<file path="config.mk">
export PLATFORM = sky130hd
export DESIGN_NAME = expression_tokenizer
export DESIGN_NICKNAME = d
export VERILOG_FILES = /design/src/sv/etok_pkg.sv /design/src/sv/etok_lex.sv /design/src/sv/etok_queue.sv /design/src/sv/expression_tokenizer.sv
export VERILOG_INCLUDE_DIRS = /design/src /design/src/sv
export SDC_FILE = /design/constraint.sdc
export NUM_CORES = 1
export LEC_CHECK = 0
export ABC_AREA = 1
export CAP_MARGIN = 20
export CORE_MARGIN = 8
export CORE_UTILIZATION = 29
export DETAILED_ROUTE_END_ITERATION = 8
export DONT_BUFFER_PORTS = 1
export SLEW_MARGIN = 20
export SYNTH_ARGS = -nofsm -noshare
export SYNTH_HDL_FRONTEND = slang
export SYNTH_HIERARCHICAL = 1
export SYNTH_SLANG_ARGS = --single-unit
export TNS_END_PERCENT = 5
</file>
<file path="constraint.sdc">
create_clock -name clk -period 11.07 [get_ports clk]
set_clock_uncertainty 0.1 [all_clocks]
set_input_delay 0.5535 -clock clk [delete_from_list [all_inputs] [get_ports clk]]
set_output_delay 0.5535 -clock clk [all_outputs]
set_load 0.01 [all_outputs]
</file>
<file path="src/sv/assert_macros.svh">
// assertion macros for the tokenizer rtl
`ifndef ASSERT_MACROS_SVH
`define ASSERT_MACROS_SVH

// condition holds at every clock edge out of reset
`define ETOK_ASSERT_ALWAYS(lbl, clk_s, rst_s, cond) \
	lbl: assert property (@(posedge clk_s) disable iff (!rst_s) (cond)) \
		else $error("assertion failed");

// antecedent implies consequent in the same cycle
`define ETOK_ASSERT_IMPLIES(lbl, clk_s, rst_s, ante, cons) \
	lbl: assert property (@(posedge clk_s) disable iff (!rst_s) (ante) |-> (cons)) \
		else $error("assertion failed");

// antecedent implies consequent in the next cycle
`define ETOK_ASSERT_NEXT(lbl, clk_s, rst_s, ante, cons) \
	lbl: assert property (@(posedge clk_s) disable iff (!rst_s) (ante) |=> (cons)) \
		else $error("assertion failed");

`endif

</file>
<file path="src/sv/etok_pkg.sv">
// shared types and constants of the expression tokenizer
`default_nettype none

package etok_pkg;

	localparam int ETOK_POS_WIDTH = 16;
	localparam int ETOK_QUEUE_DEPTH = 4;

	typedef enum logic [2:0] {
		MODE_IDLE = 3'd0,
		MODE_NAME = 3'd1,
		MODE_INT  = 3'd2,
		MODE_FRAC = 3'd3,
		MODE_SKIP = 3'd4
	} mode_t;

	typedef enum logic [2:0] {
		KIND_NUMBER  = 3'd0,
		KIND_NAME    = 3'd1,
		KIND_SYMBOL  = 3'd2,
		KIND_LPAREN  = 3'd3,
		KIND_RPAREN  = 3'd4,
		KIND_COMMA   = 3'd5,
		KIND_END     = 3'd6,
		KIND_UNKNOWN = 3'd7
	} kind_t;

	typedef struct packed {
		kind_t       kind;
		logic [15:0] start;
		logic [15:0] length;
		logic [7:0]  head;
		logic        last;
	} token_t;

endpackage

`default_nettype wire

</file>
<file path="src/sv/etok_lex.sv">
// one-character lexer step: classification, token building and next scan state
`default_nettype none

module etok_lex #(
	parameter int POS_WIDTH = etok_pkg::ETOK_POS_WIDTH
) (
	input  var etok_pkg::mode_t   mode,
	input  wire [POS_WIDTH-1:0]   pos,
	input  wire [POS_WIDTH-1:0]   tok_begin,
	input  wire [7:0]             tok_head,
	input  wire [7:0]             c,
	output etok_pkg::mode_t       mode_nxt,
	output logic [POS_WIDTH-1:0]  pos_nxt,
	output logic [POS_WIDTH-1:0]  begin_nxt,
	output logic [7:0]            head_nxt,
	output etok_pkg::token_t      tok0,
	output etok_pkg::token_t      tok1,
	output logic [1:0]            tok_cnt
);
	import etok_pkg::*;

	localparam logic [7:0] CH_NUL    = 8'h00;
	localparam logic [7:0] CH_LPAREN = 8'h28;
	localparam logic [7:0] CH_RPAREN = 8'h29;
	localparam logic [7:0] CH_COMMA  = 8'h2C;
	localparam logic [7:0] CH_PLUS   = 8'h2B;
	localparam logic [7:0] CH_STAR   = 8'h2A;
	localparam logic [7:0] CH_MINUS  = 8'h2D;
	localparam logic [7:0] CH_SLASH  = 8'h2F;
	localparam logic [7:0] CH_EQUAL  = 8'h3D;
	localparam logic [7:0] CH_PIPE   = 8'h7C;
	localparam logic [7:0] CH_AMP    = 8'h26;
	localparam logic [7:0] CH_TILDE  = 8'h7E;
	localparam logic [7:0] CH_DOT    = 8'h2E;
	localparam logic [7:0] CH_SPACE  = 8'h20;
	localparam logic [POS_WIDTH-1:0] POS_MAX = {POS_WIDTH{1'b1}};

	function automatic logic [15:0] sat16(input logic [31:0] v);
		return (v > 32'h0000_FFFF) ? 16'hFFFF : v[15:0];
	endfunction

	logic is_digit, is_alpha, is_space, is_sym;
	logic [POS_WIDTH-1:0] pos_inc, len_raw;
	logic [15:0] len_sat, pos_sat;
	token_t close_tok, char_tok;
	logic close_v, char_v, pending, skip;

	// character classes
	always_comb begin
		is_digit = (c >= 8'h30) && (c <= 8'h39);
		is_alpha = ((c >= 8'h61) && (c <= 8'h7A)) || ((c >= 8'h41) && (c <= 8'h5A))
			|| (c == 8'h5F);
		is_space = ((c >= 8'h09) && (c <= 8'h0D)) || (c == CH_SPACE);
		is_sym = (c == CH_PLUS) || (c == CH_STAR) || (c == CH_MINUS) || (c == CH_SLASH)
			|| (c == CH_EQUAL) || (c == CH_PIPE) || (c == CH_AMP) || (c == CH_TILDE);
	end

	// saturating position and pending token length
	assign pos_inc = (pos == POS_MAX) ? pos : pos + POS_WIDTH'(1);
	assign len_raw = pos - tok_begin;
	assign pos_sat = sat16(32'(pos));
	always_comb begin
		len_sat = sat16(32'(len_raw));
		if (len_sat == 16'd0) begin
			len_sat = 16'd1;
		end
	end

	// scan step
	always_comb begin
		mode_nxt = mode;
		pos_nxt = pos_inc;
		begin_nxt = tok_begin;
		head_nxt = tok_head;
		pending = 1'b0;
		skip = 1'b0;
		close_v = 1'b0;
		char_v = 1'b0;
		close_tok = '{kind: KIND_NAME, start: sat16(32'(tok_begin)), length: len_sat,
			head: tok_head, last: 1'b0};
		char_tok = '{kind: KIND_SYMBOL, start: pos_sat, length: 16'd1, head: c,
			last: 1'b0};

		// close or extend a pending name or number; in skip mode wait for the NUL
		unique case (mode)
			MODE_SKIP: begin
				skip = 1'b1;
				if (c == CH_NUL) begin
					mode_nxt = MODE_IDLE;
					pos_nxt = '0;
					begin_nxt = '0;
					head_nxt = '0;
				end
			end
			MODE_NAME: begin
				if (is_alpha || is_digit) begin
					pending = 1'b1;
				end else begin
					close_v = 1'b1;
				end
			end
			MODE_INT: begin
				if (is_digit) begin
					pending = 1'b1;
				end else if (c == CH_DOT) begin
					pending = 1'b1;
					mode_nxt = MODE_FRAC;
				end else begin
					close_v = 1'b1;
					close_tok.kind = KIND_NUMBER;
				end
			end
			MODE_FRAC: begin
				if (is_digit) begin
					pending = 1'b1;
				end else begin
					close_v = 1'b1;
					close_tok.kind = KIND_NUMBER;
				end
			end
			default: begin
			end
		endcase

		// classify the character itself
		if (!skip && !pending) begin
			mode_nxt = MODE_IDLE;
			priority if (c == CH_NUL) begin
				char_v = 1'b1;
				char_tok.kind = KIND_END;
				char_tok.head = 8'h00;
				char_tok.last = 1'b1;
				pos_nxt = '0;
				begin_nxt = '0;
				head_nxt = '0;
			end else if (is_space) begin
				char_v = 1'b0;
			end else if (c == CH_LPAREN) begin
				char_v = 1'b1;
				char_tok.kind = KIND_LPAREN;
			end else if (c == CH_RPAREN) begin
				char_v = 1'b1;
				char_tok.kind = KIND_RPAREN;
			end else if (c == CH_COMMA) begin
				char_v = 1'b1;
				char_tok.kind = KIND_COMMA;
			end else if (is_sym) begin
				char_v = 1'b1;
			end else if (is_alpha) begin
				mode_nxt = MODE_NAME;
				begin_nxt = pos;
				head_nxt = c;
			end else if (is_digit) begin
				mode_nxt = MODE_INT;
				begin_nxt = pos;
				head_nxt = c;
			end else begin
				char_v = 1'b1;
				char_tok.kind = KIND_UNKNOWN;
				char_tok.last = 1'b1;
				mode_nxt = MODE_SKIP;
			end
		end
	end

	// pack the tokens in emission order
	always_comb begin
		tok0 = close_v ? close_tok : char_tok;
		tok1 = char_tok;
		tok_cnt = {1'b0, close_v} + {1'b0, char_v};
	end

endmodule

`default_nettype wire

</file>
<file path="src/sv/etok_queue.sv">
// small token queue that takes up to two beats and gives one per cycle when popped
`default_nettype none

module etok_queue (
	input  wire               clk,
	input  wire               arst_n,
	input  wire [1:0]         push_cnt,
	input  var etok_pkg::token_t tok0,
	input  var etok_pkg::token_t tok1,
	input  wire               pop,
	output etok_pkg::token_t  head,
	output logic              head_valid,
	output logic              room2
);
	import etok_pkg::*;

	localparam int DEPTH = ETOK_QUEUE_DEPTH;
	localparam int AW = $clog2(DEPTH);
	localparam int CW = $clog2(DEPTH + 1);

	token_t entry_q [DEPTH];
	logic [AW-1:0] wr_ptr_q, rd_ptr_q;
	logic [CW-1:0] cnt_q;

	assign head = entry_q[rd_ptr_q];
	assign head_valid = (cnt_q != '0);
	assign room2 = (cnt_q <= CW'(DEPTH - 2));

	// storage writes
	always_ff @(posedge clk) begin
		if (push_cnt != 2'd0) begin
			entry_q[wr_ptr_q] <= tok0;
		end
		if (push_cnt == 2'd2) begin
			entry_q[wr_ptr_q + AW'(1)] <= tok1;
		end
	end

	// pointers and fill count
	always_ff @(posedge clk or negedge arst_n) begin
		if (!arst_n) begin
			wr_ptr_q <= '0;
			rd_ptr_q <= '0;
			cnt_q <= '0;
		end else begin
			wr_ptr_q <= wr_ptr_q + AW'(push_cnt);
			if (pop) begin
				rd_ptr_q <= rd_ptr_q + AW'(1);
			end
			cnt_q <= cnt_q + CW'(push_cnt) - CW'(pop);
		end
	end

endmodule

`default_nettype wire

</file>
<file path="src/sv/expression_tokenizer.sv">
// top level of the expression tokenizer
`default_nettype none

// Byte-serial lexer for arithmetic expressions. One character beat enters per
// cycle, unless stalled, into an input register; the scan step (character
// class, pending name or number, saturating position) runs combinationally
// from that register into a four-entry token queue. A character produces
// zero, one or two tokens; two come only when a character closes a pending
// name or number, and such a run always starts with a character that emitted
// nothing, so the queue never holds more than two tokens while the output is
// drained every cycle. The input side stalls only while the queue has fewer
// than two free entries, so the rate is one character per cycle without
// output stalls; under output stalls it follows the token drain. A NUL
// closes the string and emits an end token; after an unknown byte all input
// up to and including the next NUL is dropped. Tokens with last set (end,
// unknown) close the string.
module expression_tokenizer #(
	parameter int POS_WIDTH = etok_pkg::ETOK_POS_WIDTH
) (
	input  wire        clk,
	input  wire        arst_n,
	input  wire        char_valid,
	output logic       char_stall,
	input  wire [7:0]  char_code,
	output logic       token_valid,
	input  wire        token_stall,
	output logic [2:0] token_kind,
	output logic [15:0] token_start,
	output logic [15:0] token_length,
	output logic [7:0] first_byte,
	output logic       last
);
	import etok_pkg::*;

	`include "assert_macros.svh"

	localparam logic [7:0] CH_NUL = 8'h00;

	logic valid_s1;
	logic [7:0] char_s1;
	mode_t mode_q, mode_nxt;
	logic [POS_WIDTH-1:0] pos_q, pos_nxt, begin_q, begin_nxt;
	logic [7:0] head_q, head_nxt;
	token_t tok0, tok1, q_head;
	logic [1:0] tok_cnt, push_cnt;
	logic room2, proc, accept, pop;
	logic last_kind_ok, nul_step;

	assign proc = valid_s1 && room2;
	assign char_stall = valid_s1 && !room2;
	assign accept = char_valid && !char_stall;
	assign push_cnt = proc ? tok_cnt : 2'd0;
	assign pop = token_valid && !token_stall;

	// input register
	always_ff @(posedge clk or negedge arst_n) begin
		if (!arst_n) begin
			valid_s1 <= 1'b0;
		end else if (accept) begin
			valid_s1 <= 1'b1;
		end else if (proc) begin
			valid_s1 <= 1'b0;
		end
	end

	always_ff @(posedge clk) begin
		if (accept) begin
			char_s1 <= char_code;
		end
	end

	// scan state
	always_ff @(posedge clk or negedge arst_n) begin
		if (!arst_n) begin
			mode_q <= MODE_IDLE;
			pos_q <= '0;
			begin_q <= '0;
			head_q <= '0;
		end else if (proc) begin
			mode_q <= mode_nxt;
			pos_q <= pos_nxt;
			begin_q <= begin_nxt;
			head_q <= head_nxt;
		end
	end

	etok_lex #(
		.POS_WIDTH(POS_WIDTH)
	) u_lex (
		.mode(mode_q),
		.pos(pos_q),
		.tok_begin(begin_q),
		.tok_head(head_q),
		.c(char_s1),
		.mode_nxt(mode_nxt),
		.pos_nxt(pos_nxt),
		.begin_nxt(begin_nxt),
		.head_nxt(head_nxt),
		.tok0(tok0),
		.tok1(tok1),
		.tok_cnt(tok_cnt)
	);

	etok_queue u_queue (
		.clk(clk),
		.arst_n(arst_n),
		.push_cnt(push_cnt),
		.tok0(tok0),
		.tok1(tok1),
		.pop(pop),
		.head(q_head),
		.head_valid(token_valid),
		.room2(room2)
	);

	// output fields
	assign token_kind = q_head.kind;
	assign token_start = q_head.start;
	assign token_length = q_head.length;
	assign first_byte = q_head.head;
	assign last = q_head.last;

	// check terms
	assign last_kind_ok = (token_kind == KIND_END) || (token_kind == KIND_UNKNOWN);
	assign nul_step = proc && (char_s1 == CH_NUL);

	// checks
	`ETOK_ASSERT_IMPLIES(a_stall_holds_item, clk, arst_n, char_stall, valid_s1)
	`ETOK_ASSERT_IMPLIES(a_last_kind, clk, arst_n, token_valid && last, last_kind_ok)
	`ETOK_ASSERT_NEXT(a_nul_restarts, clk, arst_n, nul_step, pos_q == '0 && mode_q == MODE_IDLE)
	`ETOK_ASSERT_IMPLIES(a_len_nonzero, clk, arst_n, token_valid, token_length != 16'd0)

endmodule

`default_nettype wire

</file>
# ---- Yosys cells after proc, flatten, opt, wreduce, memory -nomap -nowiden
# Memories as Yosys holds them, arrays and structs flattened.
# Cells that the tools add are included.
dict set report classes {
  order_cmp 9
  n_eq_ne 23
  reduce_logical 32
  muxes 89
  addsub 8
}
# operator count
set ops {}
lappend ops {{two-way mux 16 bit} 17}
lappend ops {{two-way mux 8 bit} 12}
lappend ops {{== test 8 x 6 -> 1 bit, second input constant} 11}
lappend ops {{two-way mux 3 bit} 22}
lappend ops {{two-way mux 44 bit} 1}
lappend ops {{two-way mux 1 bit} 31}
lappend ops {{== test 8 x 7 -> 1 bit, second input constant} 3}
lappend ops {{adder 16 x 1 -> 16 bit, second input constant} 1}
lappend ops {{== test 16 bit, second input constant} 1}
lappend ops {{greater-or-equal comparator 8 x 7 -> 1 bit, second input constant} 2}
lappend ops {{<= comparator 8 x 7 -> 1 bit, second input constant} 2}
lappend ops {{zero test 16 bit} 1}
lappend ops {{subtractor 16 bit} 1}
lappend ops {{one-hot mux 3 bit (2 select lines)} 2}
lappend ops {{logical OR 1 bit} 11}
lappend ops {{logical AND 1 bit} 9}
lappend ops {{two-way mux 9 bit} 1}
lappend ops {{greater-or-equal comparator 8 x 4 -> 1 bit, second input constant} 1}
lappend ops {{greater-or-equal comparator 8 x 6 -> 1 bit, second input constant} 1}
lappend ops {{<= comparator 8 x 4 -> 1 bit, second input constant} 1}
lappend ops {{<= comparator 8 x 6 -> 1 bit, second input constant} 1}
lappend ops {{zero test 8 bit} 1}
lappend ops {{== test 3 x 2 -> 1 bit, second input constant} 2}
lappend ops {{one-hot mux 1 bit (3 select lines)} 2}
lappend ops {{17 further kinds} 24}
dict set report totals {
  in_bits 12
  output_inout_bits 46
  mem_count 1
  register_bits 59
  elab_cells 171
  mem_bits_rw 176
}
# memory depth word_bits read_ports rd_clocked_by_memory_dff write_ports line
set mem_list {}
lappend mem_list {u_queue.entry_q 4 44 1 0 2 etok_queue.sv:21} ;# token_t entry_q [DEPTH];

# ---- Longest topological paths before layout
dict set report depth {
  depth_word 20
  depth_mapped 22
  ltp_nobuf 19
}

# ---- Hierarchy
# Netlist, hierarchy kept.
# module area_each_um2 cells_per_inst instances seq_area_each_um2
set modules_own_cells {}
lappend modules_own_cells {etok_queue 10152.2 1282 1 5460.2}
lappend modules_own_cells {etok_lex 3418.3 687 1 0.0}
lappend modules_own_cells {expression_tokenizer 2033.2 208 1 1341.3}

# ---- Least setup slack after synthesis
# OpenSTA, ideal clock, no wires.
dict set report synth_path {
  kind {reg2reg}
  start {register char_s1[1]}
  end {memory u_queue/entry_q[1][0] in the netlist's numbering (enable)}
  slack_ps 6990
  period_less_slack_ps 4080
  setup_ps 557
  n_path_buf 3
  required_time_ps 10413
  arrival_time_ps 3423
  path_stages_with_launch 16
  path_cell_list {edfxtp_1 buf_4 o21ai_1 nand3_2 o21bai_1 nand2_1 nand3_2 buf_2 nor3_1 ha_1 inv_1 nor2_1 nor2_8 nand2_2 buf_2 nand2_1}
}
# element line
set synth_rtl {}
lappend synth_rtl {{from (decl)} expression_tokenizer.sv:40} ;# logic [7:0] char_s1;
lappend synth_rtl {{from (signal assigned)} expression_tokenizer.sv:68} ;# char_s1 <= char_code;
lappend synth_rtl {{to (decl)} etok_queue.sv:21}

==> reports/results.tsv <==
metric	value	unit
crit_start	char_s1[0]	
initial_core_util	29.2	%
drc_errors	0	
htree_levels	1	
p_leak	8.08	nW
grt_use_total	15.1	%
power_density	265	mW/mm2
total_power	4.47	mW
post-route-period-util	60.9	%
crit_type	reg2reg	
rows	85	
synth.most_common_cell	nand2_1	
fin_util	31.5	%
n_antenna_cell	0	
routed_via_density	4.80	
grt_pass1_wl	73600	um
syn_area	0.0156	mm2
syn_to_final_growth	8.16	%
synth_commonest_cells	nand2_1, nand3_1, inv_1	
worst_pin_slew	1090	ps
rsz0062_at_grt	no	
ys_seq_area_share	43.6	%
synth_area_leaders	edfxtp_1, nand2_1, nand3_1	
hp-class	in2reg	
hold_start	char_valid	
cts_sinks	235	
critPathBufInv	5	
ant_nets	0	
route.vias.total	13500	
dpl_cell_area	0.0158	mm2
synthCells	2177	
finalCriticalPeriod	6740	ps
yosys_warnings	6	
design_area	0.0169	mm2
grt_pass1_vias	12800	
clk_latency	560	ps
setup_viol	0	
drt_iter0_drc	1502	
yosys.area.top_type	edfxtp_1	
grt_max_degree	77	
max_freq	148	MHz
die_area	0.0615	mm2
cpMaxStageDelayCell	nand2_2	
clkSlewWorstSetupHoldPaths	60	ps
critical_path.top_delay_family	simple AND/OR/NAND/NOR gates	
max_stage_delay	830	ps
synthDistinctLibCells	43	
synthArstFlopShare	21.7	%
worstPathCellList	nor2_4 -> nand3_2 -> inv_2 -> nand2_1 -> nand3_4 -> nand2_4 -> nand2_1 -> nand3_2 -> nor3_1 -> ha_1 -> inv_1 -> nor2_1 -> inv_2 -> nor2_8 -> buf_4 -> nand2_2 -> nand2_2 -> buf_4	
die_x	248	um
syn-mean-instance-area	7.17	um2
drv_cap	0	
yosysTopAreaCellShare	35.4	%
die_h	248	um
first_pass_iters	6	
crit_arrival	6830	ps
ios	58	
worstPathMaxFanout	76	
wl_per_cell	16.7	um
finalWeightedCongestion	0.931	
grt_overflow	0	
ys_ff_latch	235	
routed_wl	46900	um
relSlewSlack	26.9	%
io_buffers	0	
synth_ff_type	edfxtp_1	
synth-edff-count	184	
outcome	completed	
ir_worst_vdd	132	uV
r2r-start	char_s1[0]	
finalSetupTns	0	ps
end_kind	flip-flop	
slew_violations	0	
cts_tree	built	
cts_resized	0	
antenna_found_initial	0	
cts_buffer_depth	3	
numCtsBuffers	28	
dp_hpwl	31200	um
drive_above_1_share	7.56	%
hold_viol_final	0	
cp.required	11160	ps
cp-start-kind	flip-flop	
cts_root_buffer	clkbuf_16	
fin_nets	2130	
core_area	0.0535	mm2
==> per-layer routing <==
metal	global-route usage, %	share of wire (%)	vias up
met5	0	0	-
met4	4.55	2.3	0
met3	1.55	6.7	77
met2	25.1	46	471
met1	20.6	45	6269
li1	-	-	6698
==> cell usage in the layout (no fill, tap or decap), drive strengths merged <==
cell / netlist / routed
bufinv: 0 / 4
nor4: 4 / 4
clkinv: 3 / 15
xnor2: 3 / 3
clkinvlp: 0 / 2
inv: 262 / 262
nand2: 897 / 897
o21ai: 68 / 68
dfrtp: 51 / 51
nor2: 71 / 71
nand3: 322 / 322
or2: 47 / 47
conb: 2 / 16
ha: 21 / 21
and2: 4 / 4
fa: 2 / 2
o211ai: 7 / 7
nor3b: 1 / 1
nor3: 18 / 18
edfxtp: 184 / 184
xor2: 12 / 12
a21oi: 22 / 22
nand4: 12 / 12
a31oi: 4 / 4
a211oi: 1 / 1
dlygate4sd3: 0 / 9
clkbuf: 38 / 34
o21bai: 2 / 2
buf: 113 / 16
nand3b: 6 / 6
==> layout make-up <==
class | count | area [um2]
multi-input cells | 1540 | 7040
clock inverters | 18 | 193
fillers | 5685 | 36600
well taps | 696 | 871
clock buffers | 34 | 744
inverters | 265 | 997
flip-flops and latches | 235 | 6810
repair buffers | 25 | 230
==> state kept, by name, summed over array words and instances (netlist names) <==
register	count
head_q	8
pos_q	16
u_queue/cnt_q	3
char_s1	8
u_queue/rd_ptr_q	2
begin_q	16
valid_s1	1
mode_q	3
u_queue/wr_ptr_q	2
u_queue/entry_q	176
==> logic make-up after synthesis <==
family                   after synthesis  share of synthesized area [%]
XOR/XNOR                              15                          0.842
AO/OA/AOI/OAI                        104                           3.55
AND/OR/NAND/NOR                     1382                           38.2
other                                  2                         0.0481
adder cells (fa/ha/maj)               23                           1.94
buffers and inverters                416                           11.9
flip-flops                           235                           43.6
==> report_power, final <==
part	leakage [nW]	internal, mW	switching (mW)	total [mW]
registers	2.35	1.24	0.161	1.40
clock network	0.456	0.569	0.369	0.938
logic	5.27	0.561	1.57	2.13
total	8.08	2.37	2.10	4.47
==> what timing repair did <==
| item | in CTS | in global routing |
|---|---|---|
| buffers inserted | 0 | 0 |
| endpoints found under the hold margin | 59 | 0 |
| endpoints found under the setup margin | 0 | 0 |
| hold buffers | 10 | 0 |
==> per-stage QoR <==
stage / worst slack [ps] / cells / hold slack, ps
final: 4330 / 2813 / 45.0
after global routing: 3820 / 2813 / 44.7
after CTS: 4360 / 2813 / 35.0
after detailed placement: 4390 / 2751 / 161
after global placement: 4470 / 2751 / 161
after floorplan: 6990 / 2191 / 158
==> worst paths after layout <==
| path | to | slack (ps) | cells after the start |
|---|---|---|---|
| worst max-delay path | u_queue/entry_q[3][18] | 4330 | 18 |
| worst min-delay path | valid_s1 | 40 | 2 |
| worst max register to register | u_queue/entry_q[3][18] | 4330 | 18 |
| worst min register to register | begin_q[10] | 400 | 2 |
| max in group asynchronous | u_queue/rd_ptr_q[0] | 10140 | 2 |
| min in group asynchronous | mode_q[0] | 460 | 2 |
Note: power is estimated with default switching activity, not from simulation.
